$ cat src/hdl/ufdc_pkg.sv
// ---------------------------------------------------------------------------
// ufdc_pkg: shared types and constants
// Command, status and data-kind codes, the decoded operation type, the
// configuration bundle and the queue entry of the UART FIFO block.
// ---------------------------------------------------------------------------
`default_nettype none

package ufdc_pkg;

  localparam int CMD_W    = 3;
  localparam int BYTE_W   = 8;
  localparam int SEL_W    = 2;
  localparam int STATUS_W = 2;
  localparam int KIND_W   = 2;
  localparam int CNT_W    = 32;
  localparam int APB_W    = 32;
  localparam int ADDR_W   = 5;
  localparam int REG_IDX_W = 3;

  // Command codes as they arrive on the input channel.
  localparam logic [CMD_W-1:0] CMD_WRITE    = 3'd0;
  localparam logic [CMD_W-1:0] CMD_READ     = 3'd1;
  localparam logic [CMD_W-1:0] CMD_RX       = 3'd2;
  localparam logic [CMD_W-1:0] CMD_TX_EMPTY = 3'd3;
  localparam logic [CMD_W-1:0] CMD_TX_DONE  = 3'd4;
  localparam logic [CMD_W-1:0] CMD_QUERY    = 3'd5;

  localparam logic [STATUS_W-1:0] STATUS_OK      = 2'd0;
  localparam logic [STATUS_W-1:0] STATUS_REFUSED = 2'd1;
  localparam logic [STATUS_W-1:0] STATUS_WAIT    = 2'd2;
  localparam logic [STATUS_W-1:0] STATUS_EMPTY   = 2'd3;

  localparam logic [KIND_W-1:0] KIND_NONE = 2'd0;
  localparam logic [KIND_W-1:0] KIND_TX   = 2'd1;
  localparam logic [KIND_W-1:0] KIND_READ = 2'd2;

  // Error counter selects, also the indexes of the counter array.
  localparam logic [SEL_W-1:0] SEL_OVERRUN = 2'd0;
  localparam logic [SEL_W-1:0] SEL_NOISE   = 2'd1;
  localparam logic [SEL_W-1:0] SEL_FRAMING = 2'd2;
  // Select with no counter behind it; a query with it reads zero.
  localparam logic [SEL_W-1:0] SEL_NONE    = 2'd3;
  localparam int               NUM_ERR_CNT = 3;

  // Register indexes (byte address / 4).
  localparam logic [REG_IDX_W-1:0] REG_CTRL_D_HALT    = 3'd0;
  localparam logic [REG_IDX_W-1:0] REG_DE_PIN_PRESENT = 3'd1;
  localparam logic [REG_IDX_W-1:0] REG_DE_INVERT      = 3'd2;
  localparam logic [REG_IDX_W-1:0] REG_RE_PIN_PRESENT = 3'd3;
  localparam logic [REG_IDX_W-1:0] REG_RE_INVERT      = 3'd4;

  localparam logic [BYTE_W-1:0] CTRL_D = 8'd4;

  localparam int QDEPTH = 2;
  localparam int QAW    = 1;
  localparam int QCW    = 2;

  typedef enum logic [2:0] {
    OP_WRITE,
    OP_READ,
    OP_RX,
    OP_TX_EMPTY,
    OP_TX_DONE,
    OP_QUERY,
    OP_NONE
  } op_t;

  typedef struct packed {
    logic ctrl_d_halt;
    logic de_pin_present;
    logic de_invert;
    logic re_pin_present;
    logic re_invert;
  } cfg_t;

  typedef struct packed {
    op_t              op;
    logic [BYTE_W-1:0] data;
    logic             no_wait;
    logic             framing_err;
    logic             noise_err;
    logic             overrun_err;
    logic [SEL_W-1:0] counter_select;
    logic             is_ctrl_d;
  } item_t;

endpackage

`default_nettype wire

$ cat src/hdl/ufdc_if.sv
// ---------------------------------------------------------------------------
// ufdc_if: channel interfaces
// Valid/ready channels for command words entering the block and result
// words leaving it.
// ---------------------------------------------------------------------------
`default_nettype none

interface ufdc_cmd_if;
  logic                         valid;
  logic                         ready;
  logic [ufdc_pkg::CMD_W-1:0]   command;
  logic [ufdc_pkg::BYTE_W-1:0]  data_in;
  logic                         no_wait;
  logic                         framing_err;
  logic                         noise_err;
  logic                         overrun_err;
  logic [ufdc_pkg::SEL_W-1:0]   counter_select;

  modport source (
    output valid, command, data_in, no_wait, framing_err, noise_err, overrun_err,
           counter_select,
    input  ready
  );
  modport sink (
    input  valid, command, data_in, no_wait, framing_err, noise_err, overrun_err,
           counter_select,
    output ready
  );
endinterface

interface ufdc_res_if;
  logic                          valid;
  logic                          ready;
  logic [ufdc_pkg::STATUS_W-1:0] status;
  logic [ufdc_pkg::KIND_W-1:0]   data_kind;
  logic [ufdc_pkg::BYTE_W-1:0]   data_out;
  logic                          de_level;
  logic                          re_level;
  logic                          txe_irq_enable;
  logic                          tc_irq_enable;
  logic                          wake_writer;
  logic                          wake_reader;
  logic                          halt;
  logic [ufdc_pkg::CNT_W-1:0]    counter_value;

  modport source (
    output valid, status, data_kind, data_out, de_level, re_level, txe_irq_enable,
           tc_irq_enable, wake_writer, wake_reader, halt, counter_value,
    input  ready
  );
  modport sink (
    input  valid, status, data_kind, data_out, de_level, re_level, txe_irq_enable,
           tc_irq_enable, wake_writer, wake_reader, halt, counter_value,
    output ready
  );
endinterface

`default_nettype wire

$ cat src/hdl/uart_fifo_direction_control.sv
// ---------------------------------------------------------------------------
// uart_fifo_direction_control: UART byte buffer with RS-485 direction control
// Transmit and receive byte FIFOs, transmitter busy and driver-enable
// tracking, error counters and an APB register port for the pin options.
// ---------------------------------------------------------------------------
// Command words enter on the cmd channel and each produces exactly one
// result word on the res channel, in order. The intake stage classifies a
// word and places it in a two-entry queue, so cmd keeps being accepted
// until the queue is full while the execution stage works or waits on a
// stalled res channel. The execution stage has two steps per word: an idle
// step in which the FIFO memories are read at their current read index (the
// read data is registered), and an execute step in which the operation
// updates the FIFO indexes, flags and counters and loads the result
// register. It takes a new word from the queue only once it is back in the
// idle step, so words do not overlap in execution.
// The result register holds one word while the next word executes up to
// the point of loading it. The pin option registers sit at byte addresses
// 0 (control-D halt), 4 (driver pin present), 8 (driver pin inverted),
// 12 (receiver pin present) and 16 (receiver pin inverted); each holds bit 0
// of the written data and should only be changed while no word is in
// flight. No clearing pass is needed after reset: FIFO entries are only read
// once written.
// ---------------------------------------------------------------------------
`default_nettype none

module uart_fifo_direction_control #(
  parameter int TX_DEPTH = 64,
  parameter int RX_DEPTH = 64
) (
  input  wire logic                          clk,
  input  wire logic                          rst,
  ufdc_cmd_if.sink                           cmd,
  ufdc_res_if.source                         res,
  input  wire logic                          psel,
  input  wire logic                          penable,
  input  wire logic                          pwrite,
  input  wire logic [ufdc_pkg::ADDR_W-1:0]   paddr,
  input  wire logic [ufdc_pkg::APB_W-1:0]    pwdata,
  output logic      [ufdc_pkg::APB_W-1:0]    prdata,
  output logic                               pready
);

  ufdc_pkg::cfg_t  cfg;
  ufdc_pkg::item_t push_item;
  ufdc_pkg::item_t pop_item;
  logic            push_valid;
  logic            push_ready;
  logic            pop_valid;
  logic            pop_ready;
  logic [ufdc_pkg::REG_IDX_W-1:0] reg_idx;
  logic            reg_bit;

  // Registers are word spaced; the two low address bits are not decoded.
  assign reg_idx = paddr[ufdc_pkg::ADDR_W-1:2];
  assign pready  = 1'b1;

  always_ff @(posedge clk) begin
    if (rst) begin
      cfg <= '0;
    end else if (psel && penable && pwrite) begin
      case (reg_idx)
        ufdc_pkg::REG_CTRL_D_HALT:    cfg.ctrl_d_halt    <= pwdata[0];
        ufdc_pkg::REG_DE_PIN_PRESENT: cfg.de_pin_present <= pwdata[0];
        ufdc_pkg::REG_DE_INVERT:      cfg.de_invert      <= pwdata[0];
        ufdc_pkg::REG_RE_PIN_PRESENT: cfg.re_pin_present <= pwdata[0];
        ufdc_pkg::REG_RE_INVERT:      cfg.re_invert      <= pwdata[0];
        default: begin
        end
      endcase
    end
  end

  always_comb begin
    case (reg_idx)
      ufdc_pkg::REG_CTRL_D_HALT:    reg_bit = cfg.ctrl_d_halt;
      ufdc_pkg::REG_DE_PIN_PRESENT: reg_bit = cfg.de_pin_present;
      ufdc_pkg::REG_DE_INVERT:      reg_bit = cfg.de_invert;
      ufdc_pkg::REG_RE_PIN_PRESENT: reg_bit = cfg.re_pin_present;
      ufdc_pkg::REG_RE_INVERT:      reg_bit = cfg.re_invert;
      default:                      reg_bit = 1'b0;
    endcase
    prdata = {{(ufdc_pkg::APB_W-1){1'b0}}, reg_bit};
  end

  ufdc_front u_front (
    .cmd        (cmd),
    .push_valid (push_valid),
    .push_item  (push_item),
    .push_ready (push_ready)
  );

  ufdc_queue u_queue (
    .clk        (clk),
    .rst        (rst),
    .push_valid (push_valid),
    .push_item  (push_item),
    .push_ready (push_ready),
    .pop_valid  (pop_valid),
    .pop_item   (pop_item),
    .pop_ready  (pop_ready)
  );

  ufdc_back #(
    .TX_DEPTH (TX_DEPTH),
    .RX_DEPTH (RX_DEPTH)
  ) u_back (
    .clk     (clk),
    .rst     (rst),
    .cfg     (cfg),
    .q_valid (pop_valid),
    .q_item  (pop_item),
    .q_ready (pop_ready),
    .res     (res)
  );

endmodule

`default_nettype wire

$ cat src/hdl/ufdc_front.sv
// ---------------------------------------------------------------------------
// ufdc_front: command intake
// Accepts command words and classifies them into operations for the queue.
// ---------------------------------------------------------------------------
`default_nettype none

module ufdc_front (
  ufdc_cmd_if.sink        cmd,
  output logic            push_valid,
  output ufdc_pkg::item_t push_item,
  input  wire logic       push_ready
);

  ufdc_pkg::op_t op;

  always_comb begin
    case (cmd.command)
      ufdc_pkg::CMD_WRITE:    op = ufdc_pkg::OP_WRITE;
      ufdc_pkg::CMD_READ:     op = ufdc_pkg::OP_READ;
      ufdc_pkg::CMD_RX:       op = ufdc_pkg::OP_RX;
      ufdc_pkg::CMD_TX_EMPTY: op = ufdc_pkg::OP_TX_EMPTY;
      ufdc_pkg::CMD_TX_DONE:  op = ufdc_pkg::OP_TX_DONE;
      ufdc_pkg::CMD_QUERY:    op = ufdc_pkg::OP_QUERY;
      default:                op = ufdc_pkg::OP_NONE;
    endcase
  end

  always_comb begin
    push_item.op             = op;
    push_item.data           = cmd.data_in;
    push_item.no_wait        = cmd.no_wait;
    push_item.framing_err    = cmd.framing_err;
    push_item.noise_err      = cmd.noise_err;
    push_item.overrun_err    = cmd.overrun_err;
    push_item.counter_select = cmd.counter_select;
    // Control-D is flagged here so the back end only has to test one bit.
    push_item.is_ctrl_d      = (cmd.data_in == ufdc_pkg::CTRL_D);
  end

  assign push_valid = cmd.valid;
  assign cmd.ready  = push_ready;

endmodule

`default_nettype wire

$ cat src/hdl/ufdc_queue.sv
// ---------------------------------------------------------------------------
// ufdc_queue: operation queue
// Two-entry FIFO of classified operations between intake and execution.
// ---------------------------------------------------------------------------
`default_nettype none

module ufdc_queue (
  input  wire logic       clk,
  input  wire logic       rst,
  input  wire logic       push_valid,
  input  ufdc_pkg::item_t push_item,
  output logic            push_ready,
  output logic            pop_valid,
  output ufdc_pkg::item_t pop_item,
  input  wire logic       pop_ready
);

  ufdc_pkg::item_t              entries [ufdc_pkg::QDEPTH];
  logic [ufdc_pkg::QAW-1:0]     wr_ptr;
  logic [ufdc_pkg::QAW-1:0]     rd_ptr;
  logic [ufdc_pkg::QCW-1:0]     count;
  logic                         do_push;
  logic                         do_pop;

  assign push_ready = (count != ufdc_pkg::QCW'(ufdc_pkg::QDEPTH));
  assign pop_valid  = (count != '0);
  assign pop_item   = entries[rd_ptr];
  assign do_push    = push_valid && push_ready;
  assign do_pop     = pop_valid && pop_ready;

  always_ff @(posedge clk) begin
    if (do_push) begin
      entries[wr_ptr] <= push_item;
    end
  end

  always_ff @(posedge clk) begin
    if (rst) begin
      wr_ptr <= '0;
      rd_ptr <= '0;
      count  <= '0;
    end else begin
      if (do_push) begin
        wr_ptr <= wr_ptr + ufdc_pkg::QAW'(1);
      end
      if (do_pop) begin
        rd_ptr <= rd_ptr + ufdc_pkg::QAW'(1);
      end
      if (do_push && !do_pop) begin
        count <= count + ufdc_pkg::QCW'(1);
      end else if (do_pop && !do_push) begin
        count <= count - ufdc_pkg::QCW'(1);
      end
    end
  end

endmodule

`default_nettype wire

$ cat src/hdl/ufdc_back.sv
// ---------------------------------------------------------------------------
// ufdc_back: operation execution
// Owns both byte FIFOs, the transmitter and direction flags and the error
// counters, and registers one result word per operation.
// ---------------------------------------------------------------------------
`default_nettype none

module ufdc_back #(
  parameter int TX_DEPTH = 64,
  parameter int RX_DEPTH = 64
) (
  input  wire logic       clk,
  input  wire logic       rst,
  input  ufdc_pkg::cfg_t  cfg,
  input  wire logic       q_valid,
  input  ufdc_pkg::item_t q_item,
  output logic            q_ready,
  ufdc_res_if.source      res
);

  localparam int TX_IW = $clog2(2 * TX_DEPTH);
  localparam int TX_SW = $clog2(TX_DEPTH);
  localparam int RX_IW = $clog2(2 * RX_DEPTH);
  localparam int RX_SW = $clog2(RX_DEPTH);
  // Writer wakes while more than three quarters of the FIFO is free.
  localparam int TX_WAKE_FREE = 3 * TX_DEPTH / 4;
  localparam int TX_WAKE_USED = TX_DEPTH - TX_WAKE_FREE;

  typedef enum logic {S_IDLE, S_EXEC} state_t;

  state_t state;
  ufdc_pkg::item_t cur;

  logic [ufdc_pkg::BYTE_W-1:0] tx_mem [TX_DEPTH];
  logic [ufdc_pkg::BYTE_W-1:0] rx_mem [RX_DEPTH];
  logic [ufdc_pkg::BYTE_W-1:0] tx_rd_data;
  logic [ufdc_pkg::BYTE_W-1:0] rx_rd_data;

  logic [TX_IW-1:0] tx_w, tx_r, tx_w_next, tx_r_next, tx_cnt;
  logic [RX_IW-1:0] rx_w, rx_r, rx_w_next, rx_r_next, rx_cnt;
  logic [TX_IW-1:0] tx_w_sum, tx_r_sum;
  logic [RX_IW-1:0] rx_w_sum, rx_r_sum;
  logic [TX_SW-1:0] tx_w_slot, tx_r_slot;
  logic [RX_SW-1:0] rx_w_slot, rx_r_slot;

  logic busy, busy_next;
  logic dir, dir_next;
  logic [ufdc_pkg::CNT_W-1:0] err_cnt [ufdc_pkg::NUM_ERR_CNT];

  logic fire;
  logic tx_we, rx_we, count_errs;
  logic [ufdc_pkg::STATUS_W-1:0] status;
  logic [ufdc_pkg::KIND_W-1:0]   kind;
  logic [ufdc_pkg::BYTE_W-1:0]   dout;
  logic [ufdc_pkg::CNT_W-1:0]    counter;
  logic wake_w, wake_r, halt;

  // Indexes run over twice the depth so that full and empty differ; the slot
  // folds the upper half back onto the memory.
  assign tx_w_sum  = tx_w - TX_IW'(TX_DEPTH);
  assign tx_r_sum  = tx_r - TX_IW'(TX_DEPTH);
  assign rx_w_sum  = rx_w - RX_IW'(RX_DEPTH);
  assign rx_r_sum  = rx_r - RX_IW'(RX_DEPTH);
  assign tx_w_slot = (tx_w >= TX_IW'(TX_DEPTH)) ? tx_w_sum[TX_SW-1:0] : tx_w[TX_SW-1:0];
  assign tx_r_slot = (tx_r >= TX_IW'(TX_DEPTH)) ? tx_r_sum[TX_SW-1:0] : tx_r[TX_SW-1:0];
  assign rx_w_slot = (rx_w >= RX_IW'(RX_DEPTH)) ? rx_w_sum[RX_SW-1:0] : rx_w[RX_SW-1:0];
  assign rx_r_slot = (rx_r >= RX_IW'(RX_DEPTH)) ? rx_r_sum[RX_SW-1:0] : rx_r[RX_SW-1:0];

  assign tx_cnt = (tx_w >= tx_r) ? tx_w - tx_r : tx_w - tx_r + TX_IW'(2 * TX_DEPTH);
  assign rx_cnt = (rx_w >= rx_r) ? rx_w - rx_r : rx_w - rx_r + RX_IW'(2 * RX_DEPTH);

  assign q_ready = (state == S_IDLE);
  assign fire    = (state == S_EXEC) && (!res.valid || res.ready);

  always_comb begin
    tx_w_next  = tx_w;
    tx_r_next  = tx_r;
    rx_w_next  = rx_w;
    rx_r_next  = rx_r;
    busy_next  = busy;
    dir_next   = dir;
    tx_we      = 1'b0;
    rx_we      = 1'b0;
    count_errs = 1'b0;
    status     = ufdc_pkg::STATUS_OK;
    kind       = ufdc_pkg::KIND_NONE;
    dout       = '0;
    counter    = '0;
    wake_w     = 1'b0;
    wake_r     = 1'b0;
    halt       = 1'b0;
    case (cur.op)
      ufdc_pkg::OP_WRITE: begin
        if (tx_cnt == TX_IW'(TX_DEPTH)) begin
          status = cur.no_wait ? ufdc_pkg::STATUS_REFUSED : ufdc_pkg::STATUS_WAIT;
        end else if (!busy) begin
          kind      = ufdc_pkg::KIND_TX;
          dout      = cur.data;
          busy_next = 1'b1;
          if (cfg.de_pin_present) begin
            dir_next = 1'b1;
          end
        end else begin
          tx_we     = 1'b1;
          tx_w_next = (tx_w == TX_IW'(2 * TX_DEPTH - 1)) ? '0 : tx_w + TX_IW'(1);
        end
      end
      ufdc_pkg::OP_READ: begin
        if (rx_cnt == '0) begin
          status = ufdc_pkg::STATUS_EMPTY;
        end else begin
          kind      = ufdc_pkg::KIND_READ;
          dout      = rx_rd_data;
          rx_r_next = (rx_r == RX_IW'(2 * RX_DEPTH - 1)) ? '0 : rx_r + RX_IW'(1);
        end
      end
      ufdc_pkg::OP_RX: begin
        if (cfg.ctrl_d_halt && cur.is_ctrl_d) begin
          halt = 1'b1;
        end else begin
          count_errs = 1'b1;
          if (rx_cnt != RX_IW'(RX_DEPTH)) begin
            rx_we     = 1'b1;
            wake_r    = 1'b1;
            rx_w_next = (rx_w == RX_IW'(2 * RX_DEPTH - 1)) ? '0 : rx_w + RX_IW'(1);
          end
        end
      end
      ufdc_pkg::OP_TX_EMPTY: begin
        if (tx_cnt == '0) begin
          busy_next = 1'b0;
        end else begin
          kind      = ufdc_pkg::KIND_TX;
          dout      = tx_rd_data;
          tx_r_next = (tx_r == TX_IW'(2 * TX_DEPTH - 1)) ? '0 : tx_r + TX_IW'(1);
          wake_w    = ((tx_cnt - TX_IW'(1)) < TX_IW'(TX_WAKE_USED));
        end
      end
      ufdc_pkg::OP_TX_DONE: begin
        if (cfg.de_pin_present) begin
          dir_next = 1'b0;
        end
      end
      ufdc_pkg::OP_QUERY: begin
        if (cur.counter_select != ufdc_pkg::SEL_NONE) begin
          counter = err_cnt[cur.counter_select];
        end
      end
      default: begin
      end
    endcase
  end

  // Read data is registered: the address is steady during the idle cycle, so
  // the execute cycle sees the entry at the current read index.
  always_ff @(posedge clk) begin
    tx_rd_data <= tx_mem[tx_r_slot];
    if (fire && tx_we) begin
      tx_mem[tx_w_slot] <= cur.data;
    end
  end

  always_ff @(posedge clk) begin
    rx_rd_data <= rx_mem[rx_r_slot];
    if (fire && rx_we) begin
      rx_mem[rx_w_slot] <= cur.data;
    end
  end

  always_ff @(posedge clk) begin
    if (rst) begin
      state     <= S_IDLE;
      res.valid <= 1'b0;
      tx_w      <= '0;
      tx_r      <= '0;
      rx_w      <= '0;
      rx_r      <= '0;
      busy      <= 1'b0;
      dir       <= 1'b0;
      for (int i = 0; i < ufdc_pkg::NUM_ERR_CNT; i++) begin
        err_cnt[i] <= '0;
      end
    end else begin
      // A new result loads the register; otherwise an accepted one leaves it.
      if (fire) begin
        res.valid <= 1'b1;
      end else if (res.ready) begin
        res.valid <= 1'b0;
      end
      case (state)
        S_IDLE: begin
          if (q_valid) begin
            cur   <= q_item;
            state <= S_EXEC;
          end
        end
        S_EXEC: begin
          if (fire) begin
            tx_w <= tx_w_next;
            tx_r <= tx_r_next;
            rx_w <= rx_w_next;
            rx_r <= rx_r_next;
            busy <= busy_next;
            dir  <= dir_next;
            if (count_errs && cur.overrun_err) begin
              err_cnt[ufdc_pkg::SEL_OVERRUN] <= err_cnt[ufdc_pkg::SEL_OVERRUN] + 32'd1;
            end
            if (count_errs && cur.noise_err) begin
              err_cnt[ufdc_pkg::SEL_NOISE] <= err_cnt[ufdc_pkg::SEL_NOISE] + 32'd1;
            end
            if (count_errs && cur.framing_err) begin
              err_cnt[ufdc_pkg::SEL_FRAMING] <= err_cnt[ufdc_pkg::SEL_FRAMING] + 32'd1;
            end
            res.status         <= status;
            res.data_kind      <= kind;
            res.data_out       <= dout;
            res.de_level       <= cfg.de_pin_present && (dir_next ^ cfg.de_invert);
            res.re_level       <= cfg.de_pin_present && cfg.re_pin_present &&
                                  (!dir_next ^ cfg.re_invert);
            res.txe_irq_enable <= busy_next;
            res.tc_irq_enable  <= dir_next;
            res.wake_writer    <= wake_w;
            res.wake_reader    <= wake_r;
            res.halt           <= halt;
            res.counter_value  <= counter;
            state              <= S_IDLE;
          end
        end
        default: begin
          state <= S_IDLE;
        end
      endcase
    end
  end

endmodule

`default_nettype wire
$ cat src/flat_wrapper.sv
// flat-port wrapper written by rule: the top's interface ports become plain ports
module uart_fifo_direction_control_flat 
#(
  parameter int TX_DEPTH = 64,
  parameter int RX_DEPTH = 64
)
  (clk, rst, psel, penable, pwrite, paddr, pwdata, prdata, pready, cmd_valid, cmd_command, cmd_data_in, cmd_no_wait, cmd_framing_err, cmd_noise_err, cmd_overrun_err, cmd_counter_select, cmd_ready, res_valid, res_status, res_data_kind, res_data_out, res_de_level, res_re_level, res_txe_irq_enable, res_tc_irq_enable, res_wake_writer, res_wake_reader, res_halt, res_counter_value, res_ready);
  ufdc_cmd_if cmd_i ();
  ufdc_res_if res_i ();
  input  wire logic clk;
  input  wire logic rst;
  input  wire logic psel;
  input  wire logic penable;
  input  wire logic pwrite;
  input  wire logic [ufdc_pkg::ADDR_W-1:0] paddr;
  input  wire logic [ufdc_pkg::APB_W-1:0] pwdata;
  output logic      [ufdc_pkg::APB_W-1:0] prdata;
  output logic pready;
  input wire logic [$bits(cmd_i.valid)-1:0] cmd_valid;
  input wire logic [$bits(cmd_i.command)-1:0] cmd_command;
  input wire logic [$bits(cmd_i.data_in)-1:0] cmd_data_in;
  input wire logic [$bits(cmd_i.no_wait)-1:0] cmd_no_wait;
  input wire logic [$bits(cmd_i.framing_err)-1:0] cmd_framing_err;
  input wire logic [$bits(cmd_i.noise_err)-1:0] cmd_noise_err;
  input wire logic [$bits(cmd_i.overrun_err)-1:0] cmd_overrun_err;
  input wire logic [$bits(cmd_i.counter_select)-1:0] cmd_counter_select;
  output wire logic [$bits(cmd_i.ready)-1:0] cmd_ready;
  output wire logic [$bits(res_i.valid)-1:0] res_valid;
  output wire logic [$bits(res_i.status)-1:0] res_status;
  output wire logic [$bits(res_i.data_kind)-1:0] res_data_kind;
  output wire logic [$bits(res_i.data_out)-1:0] res_data_out;
  output wire logic [$bits(res_i.de_level)-1:0] res_de_level;
  output wire logic [$bits(res_i.re_level)-1:0] res_re_level;
  output wire logic [$bits(res_i.txe_irq_enable)-1:0] res_txe_irq_enable;
  output wire logic [$bits(res_i.tc_irq_enable)-1:0] res_tc_irq_enable;
  output wire logic [$bits(res_i.wake_writer)-1:0] res_wake_writer;
  output wire logic [$bits(res_i.wake_reader)-1:0] res_wake_reader;
  output wire logic [$bits(res_i.halt)-1:0] res_halt;
  output wire logic [$bits(res_i.counter_value)-1:0] res_counter_value;
  input wire logic [$bits(res_i.ready)-1:0] res_ready;
  assign cmd_i.valid = cmd_valid;
  assign cmd_i.command = cmd_command;
  assign cmd_i.data_in = cmd_data_in;
  assign cmd_i.no_wait = cmd_no_wait;
  assign cmd_i.framing_err = cmd_framing_err;
  assign cmd_i.noise_err = cmd_noise_err;
  assign cmd_i.overrun_err = cmd_overrun_err;
  assign cmd_i.counter_select = cmd_counter_select;
  assign cmd_ready = cmd_i.ready;
  assign res_valid = res_i.valid;
  assign res_status = res_i.status;
  assign res_data_kind = res_i.data_kind;
  assign res_data_out = res_i.data_out;
  assign res_de_level = res_i.de_level;
  assign res_re_level = res_i.re_level;
  assign res_txe_irq_enable = res_i.txe_irq_enable;
  assign res_tc_irq_enable = res_i.tc_irq_enable;
  assign res_wake_writer = res_i.wake_writer;
  assign res_wake_reader = res_i.wake_reader;
  assign res_halt = res_i.halt;
  assign res_counter_value = res_i.counter_value;
  assign res_i.ready = res_ready;
  uart_fifo_direction_control #(.TX_DEPTH(TX_DEPTH), .RX_DEPTH(RX_DEPTH)) u_core (.clk(clk), .rst(rst), .cmd(cmd_i), .res(res_i), .psel(psel), .penable(penable), .pwrite(pwrite), .paddr(paddr), .pwdata(pwdata), .prdata(prdata), .pready(pready));
endmodule
$ cat config.mk
export PLATFORM = sky130hd
export DESIGN_NAME = uart_fifo_direction_control_flat
export DESIGN_NICKNAME = d
export VERILOG_FILES = /design/src/hdl/ufdc_pkg.sv /design/src/hdl/ufdc_if.sv /design/src/hdl/uart_fifo_direction_control.sv /design/src/hdl/ufdc_front.sv /design/src/hdl/ufdc_queue.sv /design/src/hdl/ufdc_back.sv /design/src/flat_wrapper.sv
export SDC_FILE = /design/constraint.sdc
export NUM_CORES = 2
export LEC_CHECK = 0
export BUFFER_PORTS_ARGS = -buffer_cell sky130_fd_sc_hd__buf_4
export CAP_MARGIN = 20
export CELL_PAD_IN_SITES_DETAIL_PLACEMENT = 0
export CELL_PAD_IN_SITES_GLOBAL_PLACEMENT = 1
export CORE_MARGIN = 8
export CORE_UTILIZATION = 45
export CTS_CLUSTER_DIAMETER = 150
export DETAILED_ROUTE_END_ITERATION = 8
export GPL_ROUTABILITY_DRIVEN = 0
export PLACE_DENSITY_LB_ADDON = 0.15
export SLEW_MARGIN = 20
export SYNTH_ARGS = -nofsm -noshare
export SYNTH_HDL_FRONTEND = slang
export SYNTH_SLANG_ARGS = --single-unit
$ cat constraint.sdc
create_clock -name clk -period 12.8 [get_ports clk]
set_input_delay 1.92 -clock clk [delete_from_list [all_inputs] [get_ports clk]]
set_output_delay 1.92 -clock clk [all_outputs]
set_load 0.01 [all_outputs]
==> qor.yml <==
run_status:
  status: "completed"
cells_and_area:
  multi_input_area_um2: 13500
  drive_gt1_share_pct: 23.0
  insertedDiodeCount: 0
  register_area_um2: 37900
  final_cell_area_um2: 58600
  area_growth_pct: 12.2
  fillers: 9323
  nets: 2996
route:
  first_iter_violations: 2391
  avgViaCountPerCell: 5.74
  first_pass_iters: 6
  drc: 0
  num_vias: 26100
  avgRoutedWirePerCell_um: 26.4
  ant_nets: 0
  finalWirelength_um: 120000
critical_path:
  rr_startpoint: "u_core.u_back.rx_r[1]"
  path_max_fanout: 65
  worstRegToRegCells: 9
  critical_path_class: "reg -> reg"
  worst-endpoint-required_ns: 13.15
  reg2reg_setup_slack_ns: 7.29
  r2r-end: "u_core.u_back.rx_mem[6][1]"
  cp-start-kind: "flop"
  crit_path_end_kind: "flop"
  cp.arrival_ns: 5.86
sta:
  fin_crit_ns: 5.51
  timing.setup.tns_ns: 0
  slew_headroom_pct: 26.6
  finalSetupViolCount: 0
  rsz0062_at_grt: "no"
  max_freq_ghz: 0.181
  hold_viol_final: 0
  clock_skew_ns: 0.0224
  worst_slew_pin_slew_ns: 1.10
  finalCritPeriodShare_pct: 43.1
  slew_violations: 0
synth:
  synth_area_leader_cell: "edfxtp_1"
  synth-edff-count: 1225
  synth_seq_cells: 1282
  netlist_top_cells_count: "edfxtp_1 (1225), mux4_2 (336), nor2_1 (314)"
  ys_types: 75
  syn_area_um2: 52200
  async_reset_ff_share_pct: 0
  synth-seq-area-share_pct: 72.7
  yosysWarnings: 0
  postSynthCellCount: 2800
  syn_avg_cell_area_um2: 18.6
  synth_top_area_share_pct: 70.5
  synth.most_common_cell: "edfxtp_1"
  ys.flop_type: "edfxtp_1"
  synth.area.top_cells: "edfxtp_1 (70%), mux4_2 (14%), nor2_1 (2.3%)"
min_path:
  whs_path_depth: 2
  min_path_type: "reg -> reg"
  hp-start: "u_core.u_back.rx_rd_data[4]"
  min_to: "u_core.u_back.res.data_out[4]"
floorplan:
  fp.dieArea_um2: 127000
  row_count: 125
  die_w_um: 357
  dieHeight_um: 357
  start_util_pct: 45.2
  ios: 147
  core_region_area_um2: 116000
clock_tree:
  insertion_delay_ns: 0.73
  clk_pin_slew_ns: 0.06
  cts_hold_buf: 0
  cts_tree: "yes"
  htreeDepth: 4
  cts_made_buffers: 136
  clock-sinks: 1282
  cts_resized: 0
  cts_max_path_buffers: 3
  cts-root-buf: "clkbuf_16"
  postCtsSetupBuffers: 0
power_and_ir_drop:
  p_clk_share_pct: 39.8
  p_seq_share_pct: 53.5
  p_leak_nw: 18.2
  power_density_nw_per_um2: 159
  power.internal_w: 0.00719
  power.switching_w: 0.00212
  ir_worst_vdd_uv: 121
  switching_share_pct: 22.8
  power_frac_comb_pct: 6.7
global_routing:
  grt_start_max_net_pins: 102
  grt_use_total_pct: 18.9
  antenna_found_initial: 4
  grt.overflow.total: 0
  grt_pass1_wl_um: 180000
  grt_pass1_vias: 26900
place:
  io_buffers: 81
  dp_hpwl_um: 75100
  place_area_um2: 54400
run:
  max_cap_viol_count: 0
-- stage by stage --
stage	hold WS (ns)	cells	setup WS [ns]	utilization, %	total power (W)
5_1_grt	0.530	4541	6.83	50.7	0.00961
6_report	0.494	4541	7.29	50.7	0.00931
2_1_floorplan	0.449	2830	7.86	-	0.00540
3_3_place_gp	0.484	4296	6.99	47.0	0.00567
4_1_cts	0.500	4538	7.21	50.6	0.00941
3_5_place_dp	0.492	4297	6.91	47.0	0.00570
-- cells in the final DEF (no fill, tap or decap), drive strengths merged, types with 30 or more instances in the layout --
cell    netlist  routed
nand3        61      61
a21oi        66      66
nor3         30      30
clkinv        0      54
nor2        315     315
mux2i        40      40
dfxtp        57      57
inv          33      39
mux4        336     336
and3         35      35
xor2         57      57
edfxtp     1225    1225
buf          94     125
clkbuf       85     172
nand2        83      83
conb          2      32
xnor2        39      39
-- cell families after synthesis --
kind of cell             Yosys count  share of synthesized area (%)
AO/OA/AOI/OAI                    161                           2.03
other                              2                         0.0144
AND/OR/NAND/NOR                  630                           5.59
buffers and inverters            212                           1.86
multiplexers                     396                           15.7
flip-flops                      1282                           72.7
adder cells (fa/ha/maj)           21                          0.518
XOR/XNOR                          96                           1.63
-- per-layer routing --
layer / track usage, % / routed length, um
met1: 27.6 / 54500
met2: 29.9 / 56900
met3: 3.32 / 6440
met4: 4.41 / 2250
met5: 0 / 13
-- state kept, by name (all words and copies together), names as in the netlist, 5 cells and up --
signal                           count
u_core.cfg                           5
u_core.u_back.res.counter_value     32
u_core.u_back.rx_w                   7
u_core.u_back.tx_w                   7
u_core.u_back.tx_rd_data             8
u_core.u_back.res.data_out           8
u_core.u_back.rx_mem               512
u_core.u_back.rx_rd_data             8
u_core.u_queue.entries              36
u_core.u_back.tx_mem               512
u_core.u_back.err_cnt               96
u_core.u_back.tx_r                   7
u_core.u_back.cur                   18
u_core.u_back.rx_r                   7
-- power by group through the flow --
| stage | clock network, W | registers [W] | logic [W] |
|---|---|---|---|
| after global placement | 0 | 0.00507 | 0.000601 |
| after floorplan | 0 | 0.00518 | 0.000221 |
| after global routing | 0.00394 | 0.00499 | 0.000683 |
| after CTS | 0.00379 | 0.00499 | 0.000630 |
| after detailed placement | 0 | 0.00507 | 0.000628 |
| final | 0.00371 | 0.00498 | 0.000623 |
-- how the worst max path moves through the flow --
stage	end	depth (start not counted)	start	slack, ns
after floorplan	u_core.u_back.res.counter_value[0]	3	rst	7.86
after global placement	u_core.u_back.rx_mem[5][2]	8	res_ready	6.99
after detailed placement	u_core.u_back.rx_mem[6][1]	8	res_ready	6.91
after CTS	u_core.u_back.rx_mem[6][1]	9	u_core.u_back.rx_r[1]	7.21
after global routing	u_core.u_back.rx_mem[6][1]	9	u_core.u_back.rx_r[1]	6.83
final	u_core.u_back.rx_mem[6][1]	9	u_core.u_back.rx_r[1]	7.29
-- critical path, stage by stage (launching register included) --
cell,delay [ns]
dfxtp_4,1.01
inv_1,0.21
ha_1,0.36
nand2b_1,0.07
a21oi_1,0.34
a2111oi_0,0.16
o221a_1,0.42
a21oi_1,0.73
nand4_1,0.87
nor2_1,0.95
-- layout make-up --
| type | count | area share [%] |
|---|---|---|
| Sequential cell | 1282 | 64.8 |
| Multi-Input combinational cell | 1336 | 23.0 |
| Clock buffer | 172 | 6.15 |
| Tap cell | 1524 | 3.26 |
| Timing Repair Buffer | 125 | 1.69 |
| Clock inverter | 69 | 0.942 |
| Inverter | 33 | 0.211 |
Note: power is estimated with default switching activity, not from simulation.
